`src/hw/rtl/mp2r_pkg.sv`:
```
// Shared types and constants for the masked pixel to RGBA8 converter.
// No dependencies; imported by every module of the block.
package mp2r_pkg;

  localparam int unsigned MaskW  = 32;
  localparam int unsigned PosW   = $clog2(MaskW);
  localparam int unsigned QuoW   = 8;
  localparam int unsigned NumW   = MaskW + QuoW;
  localparam int unsigned CfgIdxW = 3;

  // Pipeline depth of one channel: three extract stages, one stage per quotient bit
  localparam int unsigned ChanLatency = 3 + QuoW;
  // Plus the output register in the top level
  localparam int unsigned Latency = ChanLatency + 1;

  localparam logic [QuoW-1:0]  RgbaFull  = 8'd255;
  localparam logic [MaskW-1:0] Low24Mask = 32'h00FF_FFFF;

  localparam logic [MaskW-1:0] RedReset   = 32'h00FF_0000;
  localparam logic [MaskW-1:0] GreenReset = 32'h0000_FF00;
  localparam logic [MaskW-1:0] BlueReset  = 32'h0000_00FF;
  localparam logic [MaskW-1:0] AlphaReset = 32'h0000_0000;

  // Configuration register indexes
  typedef enum logic [CfgIdxW-1:0] {
    CFG_THREE_BYTE  = 3'd0,
    CFG_RED_MASK    = 3'd1,
    CFG_GREEN_MASK  = 3'd2,
    CFG_BLUE_MASK   = 3'd3,
    CFG_ALPHA_MASK  = 3'd4
  } cfg_idx_e;

  // One beat of the restoring divider chain
  typedef struct packed {
    logic             zero_mask;
    logic [MaskW-1:0] max;
    logic [NumW-1:0]  rem;
    logic [QuoW-1:0]  quo;
  } div_stage_t;

endpackage

```
`src/hw/rtl/mp2r_field_extract.sv`:
```
// Three-stage field extraction: lowest mask bit, shift down, rounded numerator.
// Depends on mp2r_pkg.
module mp2r_field_extract (
  input  logic                        clk_i,
  input  logic [mp2r_pkg::MaskW-1:0]  word_i,
  input  logic [mp2r_pkg::MaskW-1:0]  mask_i,
  output mp2r_pkg::div_stage_t        stage_o
);
  import mp2r_pkg::*;

  logic [MaskW-1:0] low_bit;
  logic [PosW-1:0]  pos_d, pos_q;
  logic [MaskW-1:0] masked_q, mask_q;
  logic [MaskW-1:0] field_d, field_q, max_d, max_q;
  logic             zero_d, zero_q;
  logic [NumW-1:0]  num_d;
  div_stage_t       stage_d, stage_q;

  // Stage 1: isolate the lowest set mask bit and encode its position
  always_comb begin
    low_bit = mask_i & (~mask_i + MaskW'(1));
    pos_d   = '0;
    for (int i = 0; i < MaskW; i++) begin
      if (low_bit[i]) begin
        pos_d = pos_d | PosW'(i);
      end
    end
  end

  always_ff @(posedge clk_i) begin
    masked_q <= word_i & mask_i;
    mask_q   <= mask_i;
    pos_q    <= pos_d;
  end

  // Stage 2: shift field and mask down to bit zero
  assign field_d = masked_q >> pos_q;
  assign max_d   = mask_q >> pos_q;
  assign zero_d  = (mask_q == '0);

  always_ff @(posedge clk_i) begin
    field_q <= field_d;
    max_q   <= max_d;
    zero_q  <= zero_d;
  end

  // Stage 3: field*255 + max/2
  assign num_d = (NumW'(field_q) << QuoW) - NumW'(field_q) + NumW'(max_q >> 1);

  always_comb begin
    stage_d.zero_mask = zero_q;
    stage_d.max       = max_q;
    stage_d.rem       = num_d;
    stage_d.quo       = '0;
  end

  always_ff @(posedge clk_i) begin
    stage_q <= stage_d;
  end

  assign stage_o = stage_q;

endmodule

```
`src/hw/rtl/mp2r_div_step.sv`:
```
// One registered step of the restoring divider: resolves one quotient bit.
// Depends on mp2r_pkg.
module mp2r_div_step #(
  parameter int unsigned Bit = 0
) (
  input  logic                  clk_i,
  input  mp2r_pkg::div_stage_t  stage_i,
  output mp2r_pkg::div_stage_t  stage_o
);
  import mp2r_pkg::*;

  logic [NumW-1:0] divisor;
  logic [NumW:0]   diff;
  logic            fits;
  div_stage_t      stage_d, stage_q;

  // Trial subtract of max scaled to this quotient bit
  always_comb begin
    divisor = NumW'(stage_i.max) << Bit;
    diff    = {1'b0, stage_i.rem} - {1'b0, divisor};
    fits    = ~diff[NumW];
    stage_d = stage_i;
    if (fits) begin
      stage_d.rem      = diff[NumW-1:0];
      stage_d.quo[Bit] = 1'b1;
    end
  end

  always_ff @(posedge clk_i) begin
    stage_q <= stage_d;
  end

  assign stage_o = stage_q;

endmodule

```
`src/hw/rtl/mp2r_channel.sv`:
```
// One color channel: field extraction followed by an eight-step divider chain.
// Depends on mp2r_pkg, mp2r_field_extract and mp2r_div_step.
module mp2r_channel (
  input  logic                        clk_i,
  input  logic [mp2r_pkg::MaskW-1:0]  word_i,
  input  logic [mp2r_pkg::MaskW-1:0]  mask_i,
  output logic [mp2r_pkg::QuoW-1:0]   quo_o,
  output logic                        zero_mask_o
);
  import mp2r_pkg::*;

  div_stage_t stg [QuoW+1];

  mp2r_field_extract u_extract (
    .clk_i   (clk_i),
    .word_i  (word_i),
    .mask_i  (mask_i),
    .stage_o (stg[0])
  );

  // Quotient bits resolved MSB first, one per stage
  for (genvar g = 0; g < QuoW; g++) begin : g_div
    mp2r_div_step #(
      .Bit (QuoW - 1 - g)
    ) u_step (
      .clk_i   (clk_i),
      .stage_i (stg[g]),
      .stage_o (stg[g+1])
    );
  end

  assign quo_o       = stg[QuoW].quo;
  assign zero_mask_o = stg[QuoW].zero_mask;

endmodule

```
`config.mk`:
```
export PLATFORM = sky130hd
export DESIGN_NAME = mp2r_channel
export DESIGN_NICKNAME = d
export VERILOG_FILES = /design/src/hw/rtl/mp2r_pkg.sv /design/src/hw/rtl/mp2r_field_extract.sv /design/src/hw/rtl/mp2r_div_step.sv /design/src/hw/rtl/mp2r_channel.sv
export SDC_FILE = /design/constraint.sdc
export NUM_CORES = 2
export LEC_CHECK = 0
export BUFFER_PORTS_ARGS = -buffer_cell sky130_fd_sc_hd__buf_2
export CAP_MARGIN = 20
export CELL_PAD_IN_SITES_DETAIL_PLACEMENT = 0
export CELL_PAD_IN_SITES_GLOBAL_PLACEMENT = 1
export CORE_MARGIN = 8
export CORE_UTILIZATION = 49
export DETAILED_ROUTE_END_ITERATION = 10
export MAX_ROUTING_LAYER = met4
export PLACE_DENSITY = 0.85
export SKIP_CTS_REPAIR_TIMING = 1
export SYNTH_ARGS = -nofsm -noshare
export SYNTH_HDL_FRONTEND = slang
export SYNTH_SLANG_ARGS = --single-unit
```
`constraint.sdc`:
```
create_clock -name clk_i -period 4.8 [get_ports clk_i]
set_input_delay 0.24 -clock clk_i [delete_from_list [all_inputs] [get_ports clk_i]]
set_output_delay 0.24 -clock clk_i [all_outputs]
set_load 0.05 [all_outputs]
```
==> reports/results.ini <==
[outcome]
outcome = finished clean

[sta]
post-route-period-util = 0.8711
rsz0062_at_grt = no
max-slew-margin-rel = 0.3459
tightest_slew_ps = 979.7
final.setup_skew_ps = 32.96
hold_ws_ps = 268.3
fmax_mhz = 239.2
setup_viol = 0
fin_setup_tns_ps = 0
layout_min_cycle_time_ps = 4181
hold_violations = 0
slew_violations = 0

[cells_and_area]
multi_input_area_um2 = 20190
area_growth_syn_to_layout_pct = 12.45
fill_cells = 6823
regArea_um2 = 15120
nets = 4716
drive_gt1_frac = 0.08010
diodes = 0

[yosys]
synth_area_leaders = dfxtp_1 40%, ha_1 10%, a21oi_1 4.8%
synth_nets = 4626
seq_area_frac_synth = 0.4029
syn_area_um2 = 37520
synthTopCellsByCount = 755 x dfxtp_1, 441 x inv_1, 361 x a21oi_1
yosysTopAreaCell = dfxtp_1
synth-edff-count = 0
avgSynthCellArea_um2 = 8.874
ys_ff_latch = 755
synthCells = 4228
synthFlopType = dfxtp_1
synth.distinct_cells = 86
ys_warn_count = 0
yosysMostFrequentCell = dfxtp_1
synth_top_area_frac = 0.4029
async_reset_ff_frac = 0

[route]
drtAntennaViolNets = 0
wl_met3_mm = 3.233
routed_wl_mm = 83.74
wire_per_inst_um = 15.62
drt-met1-wl_mm = 35.65
highest_layer = met4
viasPerCell = 5.334
vias = 28590
wl_met2_mm = 40.92
drc = 0
drt_iter0_markers = 1420
drt-pass1-iter-count = 5

[cts]
clock_path_buffers = 3
cts_tree = built
cts_sinks = 755
ctsHtreeMaxLevel = 3
cts-root-buf = clkbuf_16
cts-buffers-inserted = 81
clk_pin_slew_ps = 60
insertion_delay_ps = 640

[setup_path]
cp-end-kind = register
arrival_ps = 4700
crit_required_ps = 5320
reg2reg_slack_ps = 620
crit_type = reg2reg
reg2reg_depth = 14
start_kind = register
crit_fanout = 5

[grt]
grt_max_degree = 64
grt_overflow_total = 0
grt_first_pass_wirelength_mm = 136.6
grt_pass1_vias = 28116
grt.total_usage = 0.1953
antenna_found_initial = 0

[die]
die_h_um = 292.7
core_um2 = 75820
row_count = 101
dieArea_um2 = 85680
io_pins = 74
initial_core_util = 0.4948
die_x_um = 292.7

[min_path]
min_path_type = in2reg
hold_depth = 2

[power]
ir_drop_v = 0.0002794
p_leak_nw = 19.36
p_per_area_nw_per_um2 = 725.7

[placed_design]
dp_hpwl_mm = 64.43
gp_congestion = 0.9366
numPortBuffers = 73

[flow_run]
cap_violations = 0

## state kept, by name, summed over array words and instances (netlist names)
signal / count
u_extract.field_q: 32
u_extract.zero_q: 1
u_extract.max_q: 32
g_div.u_step.stage_o: 548
u_extract.pos_q: 5
u_extract.masked_q: 32
u_extract.stage_o: 73
u_extract.mask_q: 32
## cell families (layout without fill, tap and decap cells)
| logic type | after synthesis | after routing | synth area share |
|---|---|---|---|
| compound gates | 1118 | 1118 | 0.1860 |
| xor+xnor | 248 | 248 | 0.05789 |
| flops | 755 | 755 | 0.4029 |
| mux | 135 | 135 | 0.04642 |
| fa+ha+maj | 333 | 333 | 0.1173 |
| buf+inv | 588 | 742 | 0.05936 |
| simple gates | 1051 | 1051 | 0.1302 |
## routing by layer
layer,vias up,track usage
met5,-,-
met4,0,0.08643
met3,246,0.02930
met2,621,0.3430
met1,12958,0.2194
li1,14765,-
## final timing paths
path	start	endpoint
hold reg to reg	g_div[4].u_step.stage_o[3]	g_div[5].u_step.stage_o[3]
hold / removal	mask_i[26]	u_extract.mask_q[26]
setup / recovery	g_div[3].u_step.stage_o[11]	g_div[4].u_step.stage_o[41]
setup reg to reg	g_div[3].u_step.stage_o[11]	g_div[4].u_step.stage_o[41]
## report_power, final
| part | internal (mW) | switching [mW] | leakage, nW |
|---|---|---|---|
| clock | 3.95 | 2.50 | 1.39 |
| combinational | 6.58 | 8.07 | 11.6 |
| sequential | 8.39 | 1.13 | 6.35 |
| total | 18.9 | 11.7 | 19.4 |
## worst max-delay path, cell delays in order (launching register included)
cell and delay (ps):
dfxtp_1 330, inv_1 40, ha_1 220, fa_1 410, nor2b_1 130, o21ai_1 90, a2111oi_0 760, o31ai_1 370
o311ai_1 490, a31oi_1 180, o21ai_0 290, o22ai_1 190, o21ai_0 220, xor2_1 90, mux2_2 270
## cell usage in the layout (no fill, tap or decap), types with 45 or more instances in the layout
master / instances
dfxtp_1: 751
inv_1: 441
a21oi_1: 361
nand2_1: 337
nor2_1: 315
ha_1: 302
o21ai_0: 279
a21o_1: 159
xnor2_1: 137
xor2_1: 111
clkbuf_16: 84
buf_2: 73
nor2b_1: 68
dlygate4sd3_1: 64
mux2_2: 58
nand3_1: 54
mux2i_1: 51
nand4_1: 48
nand2b_1: 48
nor3_1: 45
and2_1: 45
## stage by stage
stage | setup slack (ps) | util | power [mW] | cell area [um2] | instances
floorplan | 1398 | - | 20.97 | 37520 | 4228
global placement | 708.1 | 0.5105 | 24.02 | 38710 | 5149
detailed placement | 643.7 | 0.5105 | 24.12 | 38710 | 5149
CTS | 628.2 | 0.5480 | 30.73 | 41550 | 5296
global route | 327.9 | 0.5564 | 33.17 | 42190 | 5360
finish | 618.7 | 0.5564 | 30.62 | 42190 | 5360
## final cells by class
type	instances	share of cell area
Multi-Input combinational cell	2885	0.4786
Sequential cell	755	0.3584
Clock buffer	115	0.05638
Inverter	444	0.03950
Tap cell	978	0.02900
Timing Repair Buffer	151	0.02722
Clock inverter	32	0.01091
Note: power is estimated with default switching activity, not from simulation.
